$ cat src/hw/rtl/jxlcbm_pkg.sv
// ----------------------------------------------------------------------------
// jxlcbm_pkg
// Shared types and constants for the container box merger: parse phases,
// box type codes, status codes and the fixed 32-byte file prefix.
// ----------------------------------------------------------------------------
`default_nettype none

package jxlcbm_pkg;

    typedef enum logic [2:0] {
        PH_PREFIX,
        PH_FIRST_HDR,
        PH_HDR,
        PH_PAYLOAD,
        PH_AFTER_FINAL,
        PH_FAILED
    } phase_t;

    // Status codes reported in the end-of-file transfer.
    localparam logic [2:0] ERR_NONE      = 3'd0;
    localparam logic [2:0] ERR_PREFIX    = 3'd1;
    localparam logic [2:0] ERR_BAD_BOX   = 3'd2;
    localparam logic [2:0] ERR_SEQUENCE  = 3'd3;
    localparam logic [2:0] ERR_TRUNCATED = 3'd4;
    localparam logic [2:0] ERR_TRAILING  = 3'd5;
    localparam logic [2:0] ERR_OVERFLOW  = 3'd6;

    localparam logic KIND_PAYLOAD = 1'b0;
    localparam logic KIND_STATUS  = 1'b1;

    localparam logic [31:0] TYPE_JXLP      = 32'h6a786c70;
    localparam logic [31:0] TYPE_JXLC      = 32'h6a786c63;
    localparam logic [31:0] BOX_HDR_LEN    = 32'd8;
    localparam logic [31:0] JXLP_HDR_LEN   = 32'd12;
    localparam logic [31:0] MAX_CODESTREAM = 32'hfffffff3;

    localparam logic [4:0] PREFIX_LAST   = 5'd31;
    localparam logic [3:0] HDR_SIZE_TYPE = 4'd7;
    localparam logic [3:0] HDR_LAST      = 4'd11;

    typedef struct packed {
        logic        kind;
        logic [7:0]  payload_byte;
        logic [31:0] codestream_bytes;
        logic [2:0]  error_code;
        logic        last_result;
    } result_t;

    // Signature box followed by the ftyp box.
    function automatic logic [7:0] prefix_byte(input logic [4:0] idx);
        logic [7:0] val;
        case (idx)
            5'd0:  val = 8'h00;
            5'd1:  val = 8'h00;
            5'd2:  val = 8'h00;
            5'd3:  val = 8'h0c;
            5'd4:  val = 8'h4a;
            5'd5:  val = 8'h58;
            5'd6:  val = 8'h4c;
            5'd7:  val = 8'h20;
            5'd8:  val = 8'h0d;
            5'd9:  val = 8'h0a;
            5'd10: val = 8'h87;
            5'd11: val = 8'h0a;
            5'd12: val = 8'h00;
            5'd13: val = 8'h00;
            5'd14: val = 8'h00;
            5'd15: val = 8'h14;
            5'd16: val = 8'h66;
            5'd17: val = 8'h74;
            5'd18: val = 8'h79;
            5'd19: val = 8'h70;
            5'd20: val = 8'h6a;
            5'd21: val = 8'h78;
            5'd22: val = 8'h6c;
            5'd23: val = 8'h20;
            5'd24: val = 8'h00;
            5'd25: val = 8'h00;
            5'd26: val = 8'h00;
            5'd27: val = 8'h00;
            5'd28: val = 8'h6a;
            5'd29: val = 8'h78;
            5'd30: val = 8'h6c;
            5'd31: val = 8'h20;
            default: val = 8'h00;
        endcase
        return val;
    endfunction

endpackage

`default_nettype wire

$ cat src/hw/rtl/jxl_container_box_merger.sv
// A byte in the input register is parsed when the result queue has room, and
// its result transfer is then offered from the queue. Throughput: one byte per
// cycle while the queue has room; the end-of-file byte of a payload box yields
// two results, which the four-entry queue drains one per cycle unless stalled.
// Reset (rst_n low, asynchronous) empties both stages and returns the parser to
// the signature check; the parser returns there after every end-of-file status.
// ----------------------------------------------------------------------------
// jxl_container_box_merger
// Byte-serial parser for a boxed image container: checks the fixed prefix,
// follows one jxlc box or a run of jxlp boxes, passes codestream payload out
// and closes each file with a status transfer carrying length and error code.
// ----------------------------------------------------------------------------
`default_nettype none

module jxl_container_box_merger (
    input  wire logic        clk,
    input  wire logic        rst_n,

    input  wire logic        in_valid,
    output logic             in_stall,
    input  wire logic [7:0]  data_byte,
    input  wire logic        end_of_file,

    output logic             out_valid,
    input  wire logic        out_stall,
    output logic             kind,
    output logic [7:0]       payload_byte,
    output logic [31:0]      codestream_bytes,
    output logic [2:0]       error_code,
    output logic             last_result
);

    // ------------------------------------------------------------------------
    // Input register. A byte waits here until the result queue has room for
    // the two transfers that an end-of-file byte may produce; it then moves
    // into the parser. The stall therefore depends only on registered state
    // and never on the incoming valid.
    // ------------------------------------------------------------------------
    logic        in_full_reg, in_full_next;
    logic [7:0]  in_byte_reg;
    logic        in_eof_reg;
    logic        in_accept;
    logic        advance;

    logic [2:0]  count_reg, count_next;
    logic [1:0]  rd_ptr_reg, rd_ptr_next;
    logic [1:0]  wr_ptr_reg, wr_ptr_next;

    assign advance   = in_full_reg && (count_reg <= 3'd2);
    assign in_stall  = in_full_reg && !advance;
    assign in_accept = in_valid && !in_stall;

    always_comb
    begin
        in_full_next = in_full_reg;
        if (in_accept)
        begin
            in_full_next = 1'b1;
        end
        else if (advance)
        begin
            in_full_next = 1'b0;
        end
    end

    always_ff @(posedge clk or negedge rst_n)
    begin
        if (!rst_n)
        begin
            in_full_reg <= 1'b0;
        end
        else
        begin
            in_full_reg <= in_full_next;
        end
    end

    always_ff @(posedge clk)
    begin
        if (in_accept)
        begin
            in_byte_reg <= data_byte;
            in_eof_reg  <= end_of_file;
        end
    end

    // ------------------------------------------------------------------------
    // Parser state.
    // ------------------------------------------------------------------------
    jxlcbm_pkg::phase_t phase_reg, phase_next;
    logic [4:0]  prefix_index_reg, prefix_index_next;
    logic [3:0]  hdr_index_reg, hdr_index_next;
    logic [63:0] hdr_bytes_reg, hdr_bytes_next;
    logic [31:0] counter_reg, counter_next;
    logic [31:0] bytes_left_reg, bytes_left_next;
    logic [30:0] next_seq_reg, next_seq_next;
    logic [31:0] total_reg, total_next;
    logic [2:0]  err_reg, err_next;
    logic        final_seen_reg, final_seen_next;

    // Header bytes with the current byte shifted in. After the eighth header
    // byte the upper word is the box size and the lower word the box type.
    logic [63:0] hdr_shift;
    logic [31:0] cnt_shift;
    logic [31:0] new_size;
    logic [31:0] new_type;

    assign hdr_shift = {hdr_bytes_reg[55:0], in_byte_reg};
    assign cnt_shift = {counter_reg[23:0], in_byte_reg};
    assign new_size  = hdr_shift[63:32];
    assign new_type  = hdr_shift[31:0];

    logic        emit;
    logic [2:0]  status_code;
    logic [31:0] status_total;

    always_comb
    begin
        phase_next        = phase_reg;
        prefix_index_next = prefix_index_reg;
        hdr_index_next    = hdr_index_reg;
        hdr_bytes_next    = hdr_bytes_reg;
        counter_next      = counter_reg;
        bytes_left_next   = bytes_left_reg;
        next_seq_next     = next_seq_reg;
        total_next        = total_reg;
        err_next          = err_reg;
        final_seen_next   = final_seen_reg;
        emit              = 1'b0;
        status_code       = jxlcbm_pkg::ERR_NONE;
        status_total      = 32'd0;

        if (advance)
        begin
            case (phase_reg)
                jxlcbm_pkg::PH_PREFIX:
                begin
                    if (in_byte_reg != jxlcbm_pkg::prefix_byte(prefix_index_reg))
                    begin
                        err_next   = jxlcbm_pkg::ERR_PREFIX;
                        phase_next = jxlcbm_pkg::PH_FAILED;
                    end
                    else
                    begin
                        prefix_index_next = prefix_index_reg + 5'd1;
                        if (prefix_index_reg == jxlcbm_pkg::PREFIX_LAST)
                        begin
                            phase_next     = jxlcbm_pkg::PH_FIRST_HDR;
                            hdr_index_next = 4'd0;
                            hdr_bytes_next = 64'd0;
                        end
                    end
                end

                jxlcbm_pkg::PH_FIRST_HDR,
                jxlcbm_pkg::PH_HDR:
                begin
                    hdr_index_next = hdr_index_reg + 4'd1;
                    if (hdr_index_reg < 4'd8)
                    begin
                        hdr_bytes_next = hdr_shift;
                        if (hdr_index_reg == jxlcbm_pkg::HDR_SIZE_TYPE)
                        begin
                            if (phase_reg == jxlcbm_pkg::PH_FIRST_HDR &&
                                new_type == jxlcbm_pkg::TYPE_JXLC)
                            begin
                                if (new_size < jxlcbm_pkg::BOX_HDR_LEN)
                                begin
                                    err_next   = jxlcbm_pkg::ERR_BAD_BOX;
                                    phase_next = jxlcbm_pkg::PH_FAILED;
                                end
                                else
                                begin
                                    // A single jxlc box runs to the end of file.
                                    final_seen_next = 1'b1;
                                    bytes_left_next = new_size - jxlcbm_pkg::BOX_HDR_LEN;
                                    if (new_size == jxlcbm_pkg::BOX_HDR_LEN)
                                    begin
                                        phase_next = jxlcbm_pkg::PH_AFTER_FINAL;
                                    end
                                    else
                                    begin
                                        phase_next = jxlcbm_pkg::PH_PAYLOAD;
                                    end
                                end
                            end
                            else if (new_type != jxlcbm_pkg::TYPE_JXLP ||
                                     new_size < jxlcbm_pkg::JXLP_HDR_LEN)
                            begin
                                err_next   = jxlcbm_pkg::ERR_BAD_BOX;
                                phase_next = jxlcbm_pkg::PH_FAILED;
                            end
                            else
                            begin
                                phase_next = jxlcbm_pkg::PH_HDR;
                            end
                        end
                    end
                    else
                    begin
                        counter_next = cnt_shift;
                        if (hdr_index_reg == jxlcbm_pkg::HDR_LAST)
                        begin
                            if (cnt_shift[30:0] != next_seq_reg)
                            begin
                                err_next   = jxlcbm_pkg::ERR_SEQUENCE;
                                phase_next = jxlcbm_pkg::PH_FAILED;
                            end
                            else
                            begin
                                next_seq_next   = next_seq_reg + 31'd1;
                                final_seen_next = cnt_shift[31];
                                bytes_left_next = hdr_bytes_reg[63:32] -
                                                  jxlcbm_pkg::JXLP_HDR_LEN;
                                if (hdr_bytes_reg[63:32] == jxlcbm_pkg::JXLP_HDR_LEN)
                                begin
                                    // Empty partial box: next header unless final.
                                    if (cnt_shift[31])
                                    begin
                                        phase_next = jxlcbm_pkg::PH_AFTER_FINAL;
                                    end
                                    else
                                    begin
                                        phase_next     = jxlcbm_pkg::PH_HDR;
                                        hdr_index_next = 4'd0;
                                        hdr_bytes_next = 64'd0;
                                        counter_next   = 32'd0;
                                    end
                                end
                                else
                                begin
                                    phase_next = jxlcbm_pkg::PH_PAYLOAD;
                                end
                            end
                        end
                    end
                end

                jxlcbm_pkg::PH_PAYLOAD:
                begin
                    if (total_reg >= jxlcbm_pkg::MAX_CODESTREAM)
                    begin
                        err_next   = jxlcbm_pkg::ERR_OVERFLOW;
                        phase_next = jxlcbm_pkg::PH_FAILED;
                    end
                    else
                    begin
                        emit            = 1'b1;
                        total_next      = total_reg + 32'd1;
                        bytes_left_next = bytes_left_reg - 32'd1;
                        if (bytes_left_reg == 32'd1)
                        begin
                            if (final_seen_reg)
                            begin
                                phase_next = jxlcbm_pkg::PH_AFTER_FINAL;
                            end
                            else
                            begin
                                phase_next     = jxlcbm_pkg::PH_HDR;
                                hdr_index_next = 4'd0;
                                hdr_bytes_next = 64'd0;
                                counter_next   = 32'd0;
                            end
                        end
                    end
                end

                jxlcbm_pkg::PH_AFTER_FINAL:
                begin
                    err_next   = jxlcbm_pkg::ERR_TRAILING;
                    phase_next = jxlcbm_pkg::PH_FAILED;
                end

                default:
                begin
                    // A failed file ignores bytes until the end of file.
                end
            endcase

            if (in_eof_reg)
            begin
                status_total = total_next;
                case (phase_next)
                    jxlcbm_pkg::PH_FAILED:      status_code = err_next;
                    jxlcbm_pkg::PH_AFTER_FINAL: status_code = jxlcbm_pkg::ERR_NONE;
                    jxlcbm_pkg::PH_PREFIX,
                    jxlcbm_pkg::PH_FIRST_HDR:   status_code = jxlcbm_pkg::ERR_PREFIX;
                    default:                    status_code = jxlcbm_pkg::ERR_TRUNCATED;
                endcase

                // The next byte starts a new file.
                phase_next        = jxlcbm_pkg::PH_PREFIX;
                prefix_index_next = 5'd0;
                hdr_index_next    = 4'd0;
                hdr_bytes_next    = 64'd0;
                counter_next      = 32'd0;
                bytes_left_next   = 32'd0;
                next_seq_next     = 31'd0;
                total_next        = 32'd0;
                err_next          = jxlcbm_pkg::ERR_NONE;
                final_seen_next   = 1'b0;
            end
        end
    end

    always_ff @(posedge clk or negedge rst_n)
    begin
        if (!rst_n)
        begin
            phase_reg        <= jxlcbm_pkg::PH_PREFIX;
            prefix_index_reg <= 5'd0;
            hdr_index_reg    <= 4'd0;
            hdr_bytes_reg    <= 64'd0;
            counter_reg      <= 32'd0;
            bytes_left_reg   <= 32'd0;
            next_seq_reg     <= 31'd0;
            total_reg        <= 32'd0;
            err_reg          <= jxlcbm_pkg::ERR_NONE;
            final_seen_reg   <= 1'b0;
        end
        else
        begin
            phase_reg        <= phase_next;
            prefix_index_reg <= prefix_index_next;
            hdr_index_reg    <= hdr_index_next;
            hdr_bytes_reg    <= hdr_bytes_next;
            counter_reg      <= counter_next;
            bytes_left_reg   <= bytes_left_next;
            next_seq_reg     <= next_seq_next;
            total_reg        <= total_next;
            err_reg          <= err_next;
            final_seen_reg   <= final_seen_next;
        end
    end

    // ------------------------------------------------------------------------
    // Result queue. Four entries; a parsed byte pushes zero, one or two
    // results, and the head entry drives the output ports directly so that a
    // stalled transfer holds its payload.
    // ------------------------------------------------------------------------
    jxlcbm_pkg::result_t queue_reg [4];
    jxlcbm_pkg::result_t payload_res;
    jxlcbm_pkg::result_t status_res;
    jxlcbm_pkg::result_t head;
    logic        push_status;
    logic [1:0]  push_cnt;
    logic        pop;

    assign push_status = advance && in_eof_reg;
    assign push_cnt    = {1'b0, emit} + {1'b0, push_status};

    always_comb
    begin
        payload_res                  = '0;
        payload_res.kind             = jxlcbm_pkg::KIND_PAYLOAD;
        payload_res.payload_byte     = in_byte_reg;

        status_res                   = '0;
        status_res.kind              = jxlcbm_pkg::KIND_STATUS;
        status_res.codestream_bytes  = status_total;
        status_res.error_code        = status_code;
        status_res.last_result       = 1'b1;
    end

    always_ff @(posedge clk)
    begin
        if (emit)
        begin
            queue_reg[wr_ptr_reg] <= payload_res;
            if (push_status)
            begin
                queue_reg[wr_ptr_reg + 2'd1] <= status_res;
            end
        end
        else if (push_status)
        begin
            queue_reg[wr_ptr_reg] <= status_res;
        end
    end

    assign head      = queue_reg[rd_ptr_reg];
    assign out_valid = (count_reg != 3'd0);
    assign pop       = out_valid && !out_stall;

    assign count_next  = count_reg + {1'b0, push_cnt} - {2'b00, pop};
    assign wr_ptr_next = wr_ptr_reg + push_cnt;
    assign rd_ptr_next = rd_ptr_reg + {1'b0, pop};

    always_ff @(posedge clk or negedge rst_n)
    begin
        if (!rst_n)
        begin
            count_reg  <= 3'd0;
            wr_ptr_reg <= 2'd0;
            rd_ptr_reg <= 2'd0;
        end
        else
        begin
            count_reg  <= count_next;
            wr_ptr_reg <= wr_ptr_next;
            rd_ptr_reg <= rd_ptr_next;
        end
    end

    assign kind             = head.kind;
    assign payload_byte     = head.payload_byte;
    assign codestream_bytes = head.codestream_bytes;
    assign error_code       = head.error_code;
    assign last_result      = head.last_result;

endmodule

`default_nettype wire

$ cat config.mk
export PLATFORM = sky130hd
export DESIGN_NAME = jxl_container_box_merger
export DESIGN_NICKNAME = d
export VERILOG_FILES = /design/src/hw/rtl/jxlcbm_pkg.sv /design/src/hw/rtl/jxl_container_box_merger.sv
export SDC_FILE = /design/constraint.sdc
export NUM_CORES = 1
export LEC_CHECK = 0
export CORE_MARGIN = 5
export CORE_UTILIZATION = 60
export CTS_CLUSTER_SIZE = 20
export DETAILED_ROUTE_END_ITERATION = 10
export DONT_BUFFER_PORTS = 1
export PLACE_DENSITY_LB_ADDON = 0.08
export SLEW_MARGIN = 25
export SYNTH_ARGS = -nofsm -noshare
export SYNTH_HDL_FRONTEND = slang
export SYNTH_SLANG_ARGS = --single-unit
$ cat constraint.sdc
create_clock -name clk -period 5.79 [get_ports clk]
set_input_delay 0.8685 -clock clk [delete_from_list [all_inputs] [get_ports clk]]
set_output_delay 0.8685 -clock clk [all_outputs]
set_load 0.02 [all_outputs]
==> run summary <==
Clock latency on the worst-skew pair, taken at its later pin, is 0.57 ns. In the global route stage, overall resource usage came out at 26.4%. Dividing the synthesized area by the synthesized cell count gives 9.93 um2. The top fanout value on the critical path is 18. The wire length on met3 came out at 3080 um. The number of register bits inferred by synthesis came out at 392. The launching element type of the critical path is a flop.

Buffers inserted during clock tree synthesis total 42. The number of nets in the synthesized netlist is 2182. Sequential elements use 48.8% of the synthesized area. The sum of negative setup slack is 0 ns. Net switching is 34.2% of the power. The number of global-route vias before repair is 15405. The internal cell power is 5.75 mW. The post-CTS resize count came out at 0.

Sorting the synthesized cells by area gives the leading types as sky130_fd_sc_hd__dfrtp_1 (24%), sky130_fd_sc_hd__edfxtp_1 (21%), sky130_fd_sc_hd__nand2_1 (4.7%), sky130_fd_sc_hd__mux4_2 (4.7%), sky130_fd_sc_hd__nor2_1 (4.5%). The post-DP HPWL came out at 34700 um. The die is 198 um wide. The worst register-to-register path ends at queue_reg[1][2]. After synthesis the cells add up to 0.0213 mm2. The pin count of the biggest net entering global routing is 166. The arrival time reported for the critical path endpoint is 4.92 ns.

The floorplan step set the die height to 198 um. The floorplan row count is 69. The largest vdd supply drop came out at 0.286 mV.

The count of distinct cell types in the synthesized netlist came out at 96. The final setup slack of the worst path came out at 1.26 ns. The leakage power figure is 9.28 nW. The min-delay analysis places its worst path in the category in2async. The DRC violation total after the first TritonRoute iteration is 1346. The I/O pin total is 60. Timing analysis after detailed placement gives a worst setup slack of 1.30 ns. The number of slew-limit violations in the final report is 0.

The count of synthesis-stage warnings from yosys came out at 0. The repair_antennas step left the layout with diodes totalling 0. The most critical setup path has its endpoint at queue_reg[1][2]. Relative to the synthesized area, the layout overhead comes to 7.71%. The final clock skew came out at 0.0125 ns. In this run the number of H-tree levels came out at 2. After the last flow step, the layout net total stands at 2129. The clock transition at the registers of the reported paths came out at 0.06 ns. The via count normalized by instance count is 6.08.

The number of clock sinks is 392. The cell depth of the worst flop-to-flop path came out at 13. The number of maximum-capacitance constraint violations is 0.

Cells fill 64.9% of the core in the end. The startpoint identified for the worst register-to-register timing path is total_reg[0]. The effective utilization at floorplan is 60.2%. In this run the post-CTS setup repair buffer count came out at 0. The sum of internal, switching and leakage power came out at 8.74 mW. For this design the total switching power over the nets is 2.99 mW. The longest clock path from root to sink contains 3 buffers.

The final critical path time including I/O delays and setup is 4.53 ns. The portion of synthesized cell area occupied by the leading cell type came out at 24.4%. The cell sitting at the root of the clock tree is a sky130_fd_sc_hd__clkbuf_16. The run finished with clean final reports. The fraction of registers with async set/reset is 52.8%. The path type of the worst setup path is reg2reg.

The detailed router put a total of 22800 um of wire on met1. Before antenna repair, the detailed router went through 5 iterations. The final cycle utilization of the critical path came out at 78.2%. The total power density per cell area is 381 mW/mm2. Leaving out fill and tap cells, the most frequent cells in the layout are sky130_fd_sc_hd__nand2_1 (268), sky130_fd_sc_hd__nor2_1 (255), sky130_fd_sc_hd__dfrtp_1 (204). The aggregate global routing overflow is 0. The clock network fraction of design power is 30.8%.

The instance count of the mapped netlist is 2142. The number of port buffers is 0. The congestion estimate from routability-driven global placement came to 0.880. The relative contribution of combinational cells to total power came out at 27.6%.

The worst-case register-to-register setup slack is 1.26 ns. The routed length on met2 came out at 24500 um. The number of antenna violations at the first check in global routing is 0. The final hold violation count came out at 0. The per-cell routed wire length came out at 20.0 um. The post-route netlist has 8.82% of its cells at a drive strength greater than 1.

The register with the most flip-flops in the layout has 176 of them. The die area is 0.0393 mm2. TritonCTS built the clock tree. The via count is 15687. Wires add up to 51600 um. The worst pin sits at a relative slew slack of 31.9%. The worst endpoint required time came out at 6.18 ns.

The first global-routing pass estimated 83400 um of wire. The most critical setup path has its startpoint at total_reg[0]. The post-route antenna net violation count is 0. The fmax is 0.221 GHz.

The cell taking the most area after synthesis is sky130_fd_sc_hd__dfrtp_1. The transition time at the pin with the least slew margin came out at 1.01 ns. The area of the core came out at 0.0353 mm2.

The DRC violation count after routing came out at 0. The sequential group share of total power is 41.6%. The worst setup path is captured at a flop. The highest layer touched by signal routing is met4. The count of flip-flops with a built-in enable after synthesis is 149. The hold buffer count at CTS came out at 2. The layout has 2824 filler cells. The setup-violating endpoint count in the final report came out at 0. Setup repair after global routing left no endpoint under its margin.

Leaving out fill and tap cells, the most frequent cell in the layout is sky130_fd_sc_hd__nand2_1. The final hold slack is 0.166 ns. Among all flip-flop cells after synthesis, the most frequent one is sky130_fd_sc_hd__dfrtp_1.
synth_stat cells, drive strengths merged (31+ instances only):
master  instances
mux2i          74
nand2         271
inv           116
nand3          40
mux4           44
a22o           31
a21oi         111
dfrtp         207
xnor2          85
nor4           42
xor2           56
edfxtp        149
o21ai         134
nor2          255
nor3           47
dfxtp          36
clkbuf         98
how the worst min path moves through the flow:
stage | startpoint | endpoint | slack [ns] | depth (start not counted)
after floorplan | queue_reg[2][0] | queue_reg[2][0] | 0.42 | 2
after global placement | queue_reg[0][0] | queue_reg[0][0] | 0.43 | 2
after detailed placement | queue_reg[3][0] | queue_reg[3][0] | 0.44 | 2
after CTS | rst_n | bytes_left_reg[22] | 0.16 | 1
after global routing | rst_n | hdr_bytes_reg[56] | 0.17 | 1
final | rst_n | hdr_bytes_reg[51] | 0.17 | 1
per-stage QoR:
step,area (um2),instances
floorplan,21300,2142
global placement,21500,2504
detailed placement,21500,2504
CTS,22900,2581
global route,22900,2581
finish,22900,2581
routing by layer:
metal  up-vias  GRT usage [%]
met4         0           6.99
li1       7479              -
met5         -              0
met3        84           4.39
met2       439           42.8
met1      7685           37.5
area by class of cell:
| cell class | count | area (um2) | share of cell area (%) |
|---|---|---|---|
| Clock inverter | 11 | 80.1 | 0.350 |
| Inverter | 116 | 435 | 1.90 |
| Tap cell | 461 | 577 | 2.52 |
| Timing Repair Buffer | 27 | 243 | 1.06 |
| Clock buffer | 64 | 1300 | 5.66 |
| Multi-Input combinational cell | 1510 | 9900 | 43.2 |
| Sequential cell | 392 | 10400 | 45.3 |
critical path, cell delays in order (launching register included):
cell	delay [ns]
sky130_fd_sc_hd__dfrtp_1	0.43
sky130_fd_sc_hd__ha_1	0.29
sky130_fd_sc_hd__o311a_1	0.40
sky130_fd_sc_hd__and4_1	0.32
sky130_fd_sc_hd__nor2_1	0.38
sky130_fd_sc_hd__nand2_1	0.23
sky130_fd_sc_hd__ha_1	0.32
sky130_fd_sc_hd__nor2_1	0.13
sky130_fd_sc_hd__and2_1	0.37
sky130_fd_sc_hd__a21oi_1	0.13
sky130_fd_sc_hd__buf_4	0.23
sky130_fd_sc_hd__nand2b_1	0.56
sky130_fd_sc_hd__nand2b_1	0.36
sky130_fd_sc_hd__nor3_1	0.19
power by group through the flow:
stage	logic [mW]	clock network, mW	registers (mW)
2_1_floorplan	2.07	0	3.49
6_report	2.41	2.69	3.63
3_3_place_gp	2.36	0	3.67
5_1_grt	2.61	2.85	3.69
3_5_place_dp	2.39	0	3.69
4_1_cts	2.43	2.73	3.64
cell families (layout without fill, tap and decap cells):
group           count (synthesis)  in the layout  synth area share [%]
simple gates                  826            826                  18.9
compound gates                396            396                  11.7
flops                         392            392                  48.8
buf+inv                       240            218                  4.93
xor+xnor                      141            141                  5.81
mux                           120            120                  8.25
fa+ha+maj                      27             27                  1.62
(Power assumes the default switching activity.)
